### config.mk
export PLATFORM = sky130hd
export DESIGN_NAME = lru_page_replacement
export DESIGN_NICKNAME = d
export VERILOG_FILES = /design/src/hdl/lru_pkg.sv /design/src/hdl/lru_cell.sv /design/src/hdl/lru_page_replacement.sv
export SDC_FILE = /design/constraint.sdc
export NUM_CORES = 1
export LEC_CHECK = 0
export BUFFER_PORTS_ARGS = -buffer_cell sky130_fd_sc_hd__clkbuf_2
export CAP_MARGIN = 20
export CORE_MARGIN = 2
export CORE_UTILIZATION = 56
export DETAILED_ROUTE_END_ITERATION = 8
export GPL_ROUTABILITY_DRIVEN = 0
export PLACE_DENSITY = 0.76
export SKIP_CTS_REPAIR_TIMING = 1
export SLEW_MARGIN = 40
export SYNTH_ARGS = -nofsm -noshare
export SYNTH_HDL_FRONTEND = slang
export SYNTH_SLANG_ARGS = --single-unit
### constraint.sdc
create_clock -name clk_i -period 3.9 [get_ports clk_i]
set_clock_uncertainty 0.2 [all_clocks]
set_input_delay 0.585 -clock clk_i [delete_from_list [all_inputs] [get_ports clk_i]]
set_output_delay 0.585 -clock clk_i [all_outputs]
set_load 0.01 [all_outputs]
### src/hdl/lru_pkg.sv
// ----------------------------------------------------------------------------
// lru_pkg
// Shared constants and types for the LRU page replacement block.
// ----------------------------------------------------------------------------
package lru_pkg;

  localparam int SlotsDef    = 16;
  localparam int PageBitsDef = 16;
  localparam int CapW        = 5;
  localparam int FaultW      = 32;

  localparam logic [CapW-1:0]   CapReset = CapW'(16);
  localparam logic [FaultW-1:0] FaultMax = '1;

  // Per-transaction control broadcast from the top level to every cell
  typedef struct packed {
    logic capture;  // latch the compare result for a new reference
    logic commit;   // apply the update for the reference in flight
    logic hit;      // reference was resident
    logic evict;    // miss with all slots in use
    logic append;   // miss with a free slot
  } cell_ctrl_t;

endpackage

### src/hdl/lru_cell.sv
// ----------------------------------------------------------------------------
// lru_cell
// One slot of the recency chain: holds a page, compares it against a new
// reference, and takes its upper neighbor's page when the chain shifts.
// ----------------------------------------------------------------------------
module lru_cell #(
  parameter int IDX       = 0,
  parameter int PAGE_BITS = lru_pkg::PageBitsDef,
  parameter int OCC_W     = 5
) (
  input  logic                 clk_i,
  input  logic                 rst_ni,
  input  lru_pkg::cell_ctrl_t  ctrl_i,
  input  logic [OCC_W-1:0]     occ_i,
  input  logic [PAGE_BITS-1:0] page_i,
  input  logic [PAGE_BITS-1:0] next_page_i,
  input  logic                 seen_i,
  output logic                 seen_o,
  output logic [PAGE_BITS-1:0] page_o
);

  localparam logic [OCC_W-1:0] IdxV  = OCC_W'(IDX);
  localparam logic [OCC_W-1:0] IdxV1 = OCC_W'(IDX + 1);

  logic [PAGE_BITS-1:0] slot_q, slot_d;
  logic                 match_q;
  logic                 active, last, tail, shift, take_new;

  assign active = IdxV < occ_i;
  assign last   = IdxV1 == occ_i;
  assign tail   = IdxV == occ_i;

  // Ripple the "match at or below this slot" flag upward
  assign seen_o = seen_i | (match_q & active);

  assign shift = ctrl_i.commit & active & ~last &
                 ((ctrl_i.hit & seen_o) | ctrl_i.evict);
  assign take_new = ctrl_i.commit &
                    (((ctrl_i.hit | ctrl_i.evict) & last) | (ctrl_i.append & tail));

  always_comb begin
    slot_d = slot_q;
    if (shift) begin
      slot_d = next_page_i;
    end else if (take_new) begin
      slot_d = page_i;
    end
  end

  always_ff @(posedge clk_i or negedge rst_ni) begin
    if (!rst_ni) begin
      match_q <= 1'b0;
    end else if (ctrl_i.capture) begin
      match_q <= (slot_q == page_i);
    end
  end

  always_ff @(posedge clk_i) begin
    slot_q <= slot_d;
  end

  assign page_o = slot_q;

endmodule

### src/hdl/lru_page_replacement.sv
// ----------------------------------------------------------------------------
// lru_page_replacement
// Fully associative LRU page replacement built as a chain of slot cells.
// ----------------------------------------------------------------------------
// For each reference, on the accepting edge every slot
// compares its page against page_i and registers the result; in the next
// cycle (busy high) the hit chain resolves, the result is shown for that one
// cycle with result_valid_o, and the slots shift at its closing edge. The
// receiver cannot stall: the result is gone after its strobe cycle. Slot 0
// holds the least recent page. capacity is taken from cfg_wdata_i when
// cfg_we_i is high; zero acts as one and values above SLOTS act as SLOTS.
// ----------------------------------------------------------------------------
module lru_page_replacement #(
  parameter int SLOTS     = lru_pkg::SlotsDef,
  parameter int PAGE_BITS = lru_pkg::PageBitsDef
) (
  input  logic                       clk_i,
  input  logic                       rst_ni,
  input  logic                       cfg_we_i,
  input  logic [lru_pkg::CapW-1:0]   cfg_wdata_i,
  input  logic                       start,
  output logic                       busy,
  input  logic [PAGE_BITS-1:0]       page_i,
  output logic                       result_valid_o,
  output logic                       hit_o,
  output logic                       evict_valid_o,
  output logic [PAGE_BITS-1:0]       evicted_page_o,
  output logic [lru_pkg::FaultW-1:0] fault_count_o
);

  localparam int OCC_W = $clog2(SLOTS + 1);
  localparam int CMP_W = (OCC_W > lru_pkg::CapW) ? OCC_W : lru_pkg::CapW;
  localparam logic [OCC_W-1:0] SlotsV = OCC_W'(SLOTS);

  logic [lru_pkg::CapW-1:0]   cap_q;
  logic [lru_pkg::CapW-1:0]   cap_eff;
  logic [OCC_W-1:0]           occ_q, occ_d;
  logic [lru_pkg::FaultW-1:0] fault_q, fault_d;
  logic                       phase_q;
  logic [PAGE_BITS-1:0]       page_q;
  logic                       accept, hit, full, evict, append;
  lru_pkg::cell_ctrl_t        ctrl;

  logic [SLOTS:0]             seen;
  logic [PAGE_BITS-1:0]       slot_page [SLOTS+1];

  assign accept = start & ~phase_q;
  assign busy   = phase_q;

  assign hit     = seen[SLOTS];
  assign cap_eff = (cap_q == '0) ? lru_pkg::CapW'(1) : cap_q;
  assign full    = (CMP_W'(occ_q) >= CMP_W'(cap_eff)) || (occ_q == SlotsV);
  assign evict   = ~hit & full;
  assign append  = ~hit & ~full;

  always_comb begin
    ctrl         = '0;
    ctrl.capture = accept;
    ctrl.commit  = phase_q;
    ctrl.hit     = hit;
    ctrl.evict   = evict;
    ctrl.append  = append;
  end

  assign seen[0]          = 1'b0;
  assign slot_page[SLOTS] = '0;

  for (genvar j = 0; j < SLOTS; j++) begin : g_cell
    lru_cell #(
      .IDX       (j),
      .PAGE_BITS (PAGE_BITS),
      .OCC_W     (OCC_W)
    ) u_cell (
      .clk_i       (clk_i),
      .rst_ni      (rst_ni),
      .ctrl_i      (ctrl),
      .occ_i       (occ_q),
      .page_i      (phase_q ? page_q : page_i),
      .next_page_i (slot_page[j+1]),
      .seen_i      (seen[j]),
      .seen_o      (seen[j+1]),
      .page_o      (slot_page[j])
    );
  end

  always_comb begin
    occ_d   = occ_q;
    fault_d = fault_q;
    if (phase_q) begin
      if (append) begin
        occ_d = occ_q + OCC_W'(1);
      end
      if (!hit && fault_q != lru_pkg::FaultMax) begin
        fault_d = fault_q + lru_pkg::FaultW'(1);
      end
    end
  end

  always_ff @(posedge clk_i or negedge rst_ni) begin
    if (!rst_ni) begin
      cap_q   <= lru_pkg::CapReset;
      occ_q   <= '0;
      fault_q <= '0;
      phase_q <= 1'b0;
    end else begin
      if (cfg_we_i) begin
        cap_q <= cfg_wdata_i;
      end
      occ_q   <= occ_d;
      fault_q <= fault_d;
      phase_q <= accept;
    end
  end

  // Hold the reference for the update cycle
  always_ff @(posedge clk_i) begin
    if (accept) begin
      page_q <= page_i;
    end
  end

  assign result_valid_o = phase_q;
  assign hit_o          = hit;
  assign evict_valid_o  = evict;
  assign evicted_page_o = evict ? slot_page[0] : '0;
  assign fault_count_o  = fault_d;

endmodule

==> results.tsv, run 1 <==
metric	value	unit
status	complete, but fails checks	
violated checks	negative setup slack	
vias in the first global route	12300	
Root Buffer	clkbuf_16	
via/cell ratio	6.19	
Starting DRT DRC Count	1048	
worst hold slack	69.6	ps
final cell count without fillers	1963	
Clock Latency Late Sink	530	ps
Die Area	33800	um2
sequential area share after synthesis	52.3	%
drt pass-1 iters	5	
Leak	7.48	nW
worst vdd ir	0.327	mV
Min Clock Period, post-route	4120	ps
Arr. time, crit path	3330	ps
Mean Syn Cell Area	12.9	um2
worst min-delay path category	input port to flip-flop	
cell taking the most area after synthesis	edfxtp_1	
# DRC	0	
most frequent cells in the layout	266 x xnor2_1, 256 x edfxtp_1, 146 x mux2_1	
H-tree levels	2	
Tcrit/Tclk final	106	%
Initial Utilization	57.2	%
Cells after DPL	1882	
Rows	65	
Worst Tran Pin Value	834	ps
gr ovfl total	0	
Worst Setup Start Kind	flip-flop	
Final setup viols	43	
Area growth, synth to finish	15.6	%
CP Class	flip-flop to primary output	
Synth Net Count	1443	
largest net degree at the start of global routing	34	
DR WL/cell	23.5	um
Tot Pwr	0.0120	W
post-synthesis register bit count	331	
fillers	2262	
drt total wl	46200	um
first-pass GRT wire length	70300	um
fmax	243	MHz
post-DP HPWL	32700	um
number of enable flip-flop cells after synthesis	256	
Post-DRT Antenna Nets	0	
commonest non-fill, non-tap cell in the layout	xnor2_1	
Worst-path clk slew	60	ps
DR vias	12100	
prevailing post-synth register cell	edfxtp_1	
RSZ-0062 raised after global routing	yes	
nature of the critical path endpoint	primary output	
Synth Instances	1409	
Netlist cell types	68	
gr usage total	27.1	%
CP required	3120	ps
crit-path max FO	7	
IO buf count	76	
async set or reset register ratio after synthesis	17.8	%
Ys Warns	0	
Cell Pwr Density	572	nW/um2
Die W	184	um
share of layout cells above drive strength 1	26.3	%
maxcap violations	0	
Final Max Slew Viols	0	
mapped cell area	18100	um2
CTS buffer count	37	
core area	31700	um2
main area contributors after synthesis	edfxtp_1 42%, xnor2_1 13%, mux2_1 9.1%	
Synth top area share	42.4	%
Layout Nets	1577	
Reg area	9490	um2
max-slew headroom at the worst pin	43.2	%
clk sinks	331	
CTS tree	built	
clk buf depth	3	
area of the multi-input gates	8620	um2
Hold Fails Final Rpt	0	
initial antenna violation count	1	
Die Span Y	184	um
I/O pin cnt	77	
diode count	0	
Final Worst Setup Slack	-216	ps
-- through the flow --
| step | setup slack, ps | setup TNS, ps | instance area, um2 | utilization (%) |
|---|---|---|---|---|
| 3_3_place_gp | 190 | 0 | 19400 | 61.1 |
| 2_1_floorplan | -357 | -5710 | 18100 | - |
| 4_1_cts | -443 | -8570 | 20500 | 64.7 |
| 5_1_grt | -382 | -11560 | 21000 | 66.1 |
| 3_5_place_dp | 113 | 0 | 19500 | 61.4 |
| 6_report | -216 | -4880 | 21000 | 66.1 |
-- state kept, by name, indices dropped and copies added, names as in the netlist --
register	cells
g_cell.u_cell.page_o	256
fault_q	32
g_cell.u_cell.match_q	16
page_q	16
cap_q	5
occ_q	5
busy	1
-- critical path, stage by stage (launching register included) --
cell     delay [ps]
dfrtp_1         380
or4_4           580
o21a_1          220
a221o_1         330
nor4_4          310
buf_6           170
nand3_4         120
buf_6           180
nor3_2          150
xor2_1          200
buf_2           160
-- kinds of logic after synthesis --
group,synth area share [%]
xor gates and xnor gates,14.1
adders and majority gates,0.621
muxes,17.8
AOI/OAI and AO/OA,3.90
and+or+nand+nor,8.67
DFF,52.3
buffers and inverters,2.68
-- final cells by class --
cell class	count	share of cell area [%]
tap	402	2.40
multi-input combinational	979	41.1
sequential	331	45.2
clock buffer	51	4.90
timing repair buffer	178	5.92
inverter	16	0.286
clock inverter	6	0.143
-- path summary, 6_finish.rpt --
path / startpoint / depth (start not counted) / slack (ps) / to
max in group asynchronous: rst_ni / 3 / 2320 / cap_q[4]
worst max register to register: occ_q[2] / 9 / 170 / g_cell[6].u_cell.page_o[13]
worst min-delay path: cfg_wdata_i[0] / 3 / 70 / cap_q[0]
worst max-delay path: occ_q[2] / 10 / -220 / fault_count_o[28]
min in group asynchronous: rst_ni / 2 / 360 / fault_q[10]
worst min register to register: g_cell[12].u_cell.match_q / 2 / 290 / g_cell[12].u_cell.match_q
-- metal layers --
layer | vias to the layer above | wire, um | track usage, %
li1 | 5482 | - | -
met1 | 6075 | 19900 | 36.9
met2 | 478 | 21900 | 44.5
met3 | 114 | 2820 | 3.94
met4 | 0 | 1580 | 9.50
met5 | - | 0 | 0
-- report_power, final --
group          internal, W  switching, W
clock network      0.00182       0.00137
registers          0.00468      0.000448
logic              0.00164       0.00204
total              0.00815       0.00385
-- synth_stat cells, drive strengths merged, types with 16 or more instances --
master  number
clkbuf      43
nand4       26
o21ai       35
mux2       257
mux2i       29
nor4        66
and3        26
dfxtp       16
nor2        41
dfrtp       58
edfxtp     256
xor2        18
nand2       66
buf         41
xnor2      273
inv         16
No activity file was read; power rests on OpenSTA's default activity.
==> run 2: changes to the inputs <==
--- a/config.mk
+++ b/config.mk
@@ -7,11 +7,11 @@
 export LEC_CHECK = 0
 export BUFFER_PORTS_ARGS = -buffer_cell sky130_fd_sc_hd__clkbuf_2
 export CAP_MARGIN = 20
-export CORE_MARGIN = 2
 export CORE_UTILIZATION = 56
 export DETAILED_ROUTE_END_ITERATION = 8
 export GPL_ROUTABILITY_DRIVEN = 0
 export PLACE_DENSITY = 0.76
+export REMOVE_ABC_BUFFERS = 1
 export SKIP_CTS_REPAIR_TIMING = 1
 export SLEW_MARGIN = 40
 export SYNTH_ARGS = -nofsm -noshare
==> run 2 against run 1 <==
- the flow still finishes with violations (negative setup slack)
- die area fell by 2.2%
- final cell count is 0.97% lower
- design area down 0.61%
- wire length increased by 5.8%
- sequential power barely moved
- global-route usage up 1.9 points
- via count rose by 1.3%
- clock power grew 5%
- count of clock-buffer cells in the layout up 1
- total power increased by 1.5%
- flip-flop and latch count is the same
- first-iteration DRC count up 32%
- critical endpoint is now fault_count_o[24]
==> results.tsv, run 2 (synthesized netlist as in run 1, its figures left out) <==
metric	value	unit
Layout Nets	1550	
maxcap violations	0	
Tcrit/Tclk final	103	%
Area growth, synth to finish	14.9	%
Initial Utilization	57.2	%
Die W	182	um
share of layout cells above drive strength 1	26.1	%
Die Span Y	182	um
nature of the critical path endpoint	primary output	
max-slew headroom at the worst pin	44.3	%
H-tree levels	2	
Cell Pwr Density	584	nW/um2
Final Max Slew Viols	0	
DR WL/cell	25.1	um
Leak	7.37	nW
violated checks	negative setup slack	
vias in the first global route	12300	
gr usage total	29.0	%
status	complete, but fails checks	
Starting DRT DRC Count	1388	
Worst Tran Pin Value	818	ps
CTS buffer count	36	
Min Clock Period, post-route	4020	ps
Rows	65	
Die Area	33100	um2
core area	31700	um2
worst min-delay path category	input port to flip-flop	
Worst Setup Start Kind	flip-flop	
post-DP HPWL	30800	um
Arr. time, crit path	3230	ps
Final Worst Setup Slack	-115	ps
Placed Area	19300	um2
crit-path max FO	17	
Clock Latency Late Sink	520	ps
Worst-path clk slew	70	ps
Root Buffer	clkbuf_16	
RSZ-0062 raised after global routing	yes	
worst hold slack	73.4	ps
first-pass GRT wire length	72400	um
IO buf count	76	
Final setup viols	17	
initial antenna violation count	0	
worst vdd ir	0.390	mV
gr ovfl total	0	
# DRC	0	
drt total wl	48900	um
critical path launch point	occ_q[1]	
Hold Startpoint	cfg_wdata_i[4]	
Hold Fails Final Rpt	0	
R2R Setup Slk	300	ps
fmax	249	MHz
clk sinks	331	
most frequent cells in the layout	265 x xnor2_1, 256 x edfxtp_1, 146 x mux2_1	
Post-DRT Antenna Nets	0	
clk buf depth	3	
CP Class	flip-flop to primary output	
CTS tree	built	
Largest register FFs	256	
drt pass-1 iters	6	
CP required	3120	ps
I/O pin cnt	77	
via/cell ratio	6.33	
Tot Pwr	0.0122	W
commonest non-fill, non-tap cell in the layout	xnor2_1	
diode count	0	
R2R Path Start	occ_q[3]	
post-route cell area	20800	um2
largest net degree at the start of global routing	34	
DR vias	12300	
## run 2: cell count changes in the layout (fill, tap and decap cells not counted), sizes merged
cell,change
bufinv,+2
buf,-31
and2,-1
clkinvlp,+1
inv,-1
clkbuf,+7
clkinv,+4
## run 2: critical path, cell delays in order, from the launching register on
cell     delay [ps]
dfrtp_1         370
buf_4           210
o41a_1          450
o21ai_2         210
nand2_2         160
nor4_4          300
buf_6           170
nand3_2          90
buf_4           200
nor2_2          130
xor2_1          240
buf_2           180
## run 2: per-stage QoR
stage	setup WS (ps)	utilization, %	setup TNS, ps	cells
finish	-115	65.7	-976	1944
global route	-192	65.7	-3080	1944
CTS	-461	64.5	-9070	1929
detailed placement	109	60.9	0	1865
global placement	156	60.9	0	1865
floorplan	-1320	-	-92800	1325
## run 2: routing by layer
metal	vias to the layer above	GRT usage (%)	routed length, um	part of all wire, %
li1	5413	-	-	-
met3	128	4.91	4260	8.7
met2	703	45.3	22100	45
met1	6067	39.9	20100	41
met4	0	12.8	2350	4.8
met5	-	0	0	0
## run 2: layout make-up
class	instances	area, um2
timing repair buffer	153	1020
tap	402	503
inverter	16	60.1
multi-input combinational	978	8630
fill	2237	10900
clock inverter	12	110
clock buffer	52	1030
sequential	331	9490
## run 2: worst paths after layout
| path | end | depth (start not counted) |
|---|---|---|
| max reg2reg | g_cell[4].u_cell.page_o[0] | 10 |
| max | fault_count_o[24] | 11 |
| min in group asynchronous | fault_q[19] | 2 |
| min reg2reg | fault_q[26] | 1 |
| min | cap_q[4] | 3 |
| max in group asynchronous | fault_q[7] | 3 |
## run 2: where the power goes
| group | internal, W | switching (W) |
|---|---|---|
| sequential | 0.00468 | 0.000475 |
| combinational | 0.00162 | 0.00207 |
| clock | 0.00197 | 0.00137 |
| total | 0.00827 | 0.00391 |
==> run 3: changes to the inputs <==
--- a/config.mk
+++ b/config.mk
@@ -7,13 +7,13 @@
 export LEC_CHECK = 0
 export BUFFER_PORTS_ARGS = -buffer_cell sky130_fd_sc_hd__clkbuf_2
 export CAP_MARGIN = 20
-export CORE_UTILIZATION = 56
+export CORE_UTILIZATION = 34
 export DETAILED_ROUTE_END_ITERATION = 8
 export GPL_ROUTABILITY_DRIVEN = 0
-export PLACE_DENSITY = 0.76
 export REMOVE_ABC_BUFFERS = 1
 export SKIP_CTS_REPAIR_TIMING = 1
 export SLEW_MARGIN = 40
 export SYNTH_ARGS = -nofsm -noshare
 export SYNTH_HDL_FRONTEND = slang
+export SYNTH_HIERARCHICAL = 1
 export SYNTH_SLANG_ARGS = --single-unit
==> run 3 against run 2 <==
- the flow still finishes with violations (negative setup slack)
- worst setup slack worse by 2500 ps
- sequential power shrank 8.1%
- maximum frequency fell by 39%
- design area grew 13%
- sequential share of layout area is 4.7 points lower
- total power decreased by 0.40%
- worst hold slack lost 62 ps
- combinational power rose by 7.0%
- synthesized cell count down 4.6%
- final cell count up 23%
- critical path type unchanged
- largest cell class unchanged
- largest power group unchanged
==> results.tsv, run 3 <==
metric	value	unit
status	complete, but fails checks	
violated checks	negative setup slack	
GR Layer Usage met1	20.5	%
share of layout cells above drive strength 1	42.4	%
Layout Nets	1643	
Largest register FFs	256	
most frequent cells in the layout	272 x edfxtp_1, 259 x xnor2_1, 154 x mux2_4	
Synth top area share	42.9	%
most frequent cell after synthesis	edfxtp_1	
Arr. time, crit path	5770	ps
DR WL/cell	18.8	um
max-slew headroom at the worst pin	45.7	%
Post-DRT Antenna Nets	0	
R2R Setup Slk	-1940	ps
I/O pin cnt	77	
Starting DRT DRC Count	745	
post-DP HPWL	29200	um
GR peak layer	met2	
CTS buffer count	38	
Worst-path clk slew	60	ps
Hold Fails Final Rpt	0	
first-pass GRT wire length	68500	um
Tcrit/Tclk final	168	%
clk buf depth	3	
WHS Path Cells	1	
CTS tree	built	
Worst Tran Pin Value	815	ps
Cells after DPL	2274	
Root Buffer	clkbuf_16	
RSZ-0062 raised after global routing	yes	
gr usage total	15.3	%
Min Clock Period, post-route	6560	ps
hold path endpoint	page_q[13]	
Worst Reg-to-Reg Cells	29	
worst vdd ir	0.305	mV
drt pass-1 iters	5	
crit-path max FO	3	
Netlist cell types	80	
Die W	239	um
clk sinks	331	
sequential area share after synthesis	50.7	%
# DRC	0	
Cell Pwr Density	514	nW/um2
Rows	86	
gr ovfl total	0	
synth cell count leaders	272 x edfxtp_1, 271 x xnor2_1, 152 x mux2_2	
Final setup viols	599	
Initial Utilization	34.5	%
final design utilization	42.8	%
Tot Pwr	0.0121	W
worst min-delay path category	input port to flip-flop	
main area contributors after synthesis	edfxtp_1 43%, xnor2_1 12%, mux2_4 11%	
largest net degree at the start of global routing	47	
H-tree levels	2	
Synth Instances	1344	
number of enable flip-flop cells after synthesis	272	
Area growth, synth to finish	24.1	%
mapped cell area	19000	um2
Final Worst Setup Slack	-2660	ps
Ys Warns	6	
initial antenna violation count	0	
post-synthesis register bit count	331	
core area	55200	um2
final cell count without fillers	2387	
Final Max Slew Viols	0	
FF-to-FF End	g_cell[0].u_cell/page_o[0]	
Worst Setup Start Kind	flip-flop	
drt total wl	44900	um
Mean Syn Cell Area	14.2	um2
Leak	8.92	nW
prevailing post-synth register cell	edfxtp_1	
Die Span Y	239	um
CP Class	flip-flop to primary output	
nature of the critical path endpoint	primary output	
DR vias	11800	
async set or reset register ratio after synthesis	17.8	%
maxcap violations	0	
fmax	152	MHz
Clock Latency Late Sink	560	ps
R2R Path Start	occ_q[4]	
diode count	0	
Die Area	56900	um2
cell taking the most area after synthesis	edfxtp_1	
IO buf count	76	
Hold Startpoint	page_i[13]	
vias in the first global route	12000	
met3 Usage GRT	2.67	%
worst hold slack	11.2	ps
CP required	3120	ps
pre-CTS setup slack	-2230	ps
commonest non-fill, non-tap cell in the layout	edfxtp_1	
via/cell ratio	4.93	
met2 Use GR	25.7	%
==> run 3: cell types whose count changed after synthesis, sizes merged, moves of 23 or more <==
cell,change
nand4,+55
nor4,-46
clkbuf,-40
mux2,+33
mux2i,-29
and3,-23
==> run 3: kinds of logic after synthesis <==
family                     Yosys count  synth area share [%]
other                                1                0.0197
muxes                              290                  19.8
adders and majority gates            8                 0.526
DFF                                331                  50.7
xor gates and xnor gates           290                  13.3
buffers and inverters               42                  2.20
AOI/OAI and AO/OA                  108                  5.07
and+or+nand+nor                    274                  8.33
==> run 3: worst max-delay path, stage by stage (launching register included) <==
cell	delay, ps
dfrtp_1	370
or4_4	540
o21ai_2	160
nand2b_1	90
nand2b_4	150
a21o_1	170
nand2b_4	140
a21o_4	190
a21o_2	190
a21o_1	160
nand2b_4	140
nand2b_4	150
or2b_1	250
nand2b_4	150
a21o_1	170
nand2b_4	140
a21o_4	190
a21o_2	190
a21o_4	190
and2b_4	270
nand4_4	120
buf_6	150
a311oi_2	240
buf_4	170
nand4_1	140
xnor2_2	230
clkbuf_2	160
==> run 3: area by class of cell <==
type                            instances  area (um2)
Sequential cell                       331        9650
Tap cell                              748         936
Multi-Input combinational cell        988        9590
Fill cell                            4957       31600
Clock inverter                         16         151
Timing Repair Buffer                  232        2190
Clock buffer                           53        1030
Inverter                               19        71.3
==> run 3: power breakdown <==
group,switching (W),internal (W)
sequential,0.000314,0.00443
combinational,0.00198,0.00197
clock,0.00145,0.00199
total,0.00375,0.00838
==> run 3: through the flow <==
step                      setup TNS [ps]  cell area, um2
after floorplan                 -2607000           18800
after CTS                       -1179310           22500
after global placement          -1092470           21300
final                           -1039610           23600
after detailed placement        -1090340           21300
after global routing            -1156520           23600
==> run 3: how the worst max path moves through the flow <==
stage | from | cells past startpoint | slack (ps) | to
2_1_floorplan | occ_q[1] | 22 | -5140 | g_cell[11].u_cell/page_o[0]
3_3_place_gp | occ_q[1] | 26 | -2220 | fault_count_o[11]
3_5_place_dp | occ_q[1] | 26 | -2230 | fault_count_o[11]
4_1_cts | occ_q[1] | 26 | -2940 | fault_count_o[11]
5_1_grt | occ_q[4] | 26 | -2880 | fault_count_o[11]
6_report | occ_q[4] | 26 | -2660 | fault_count_o[11]
==> run 3: layer usage <==
layer  routed length (um)  up-vias
li1                     -     5558
met1                20200     5942
met5                    0        -
met2                22000      205
met3                 1900       69
met4                  890        0
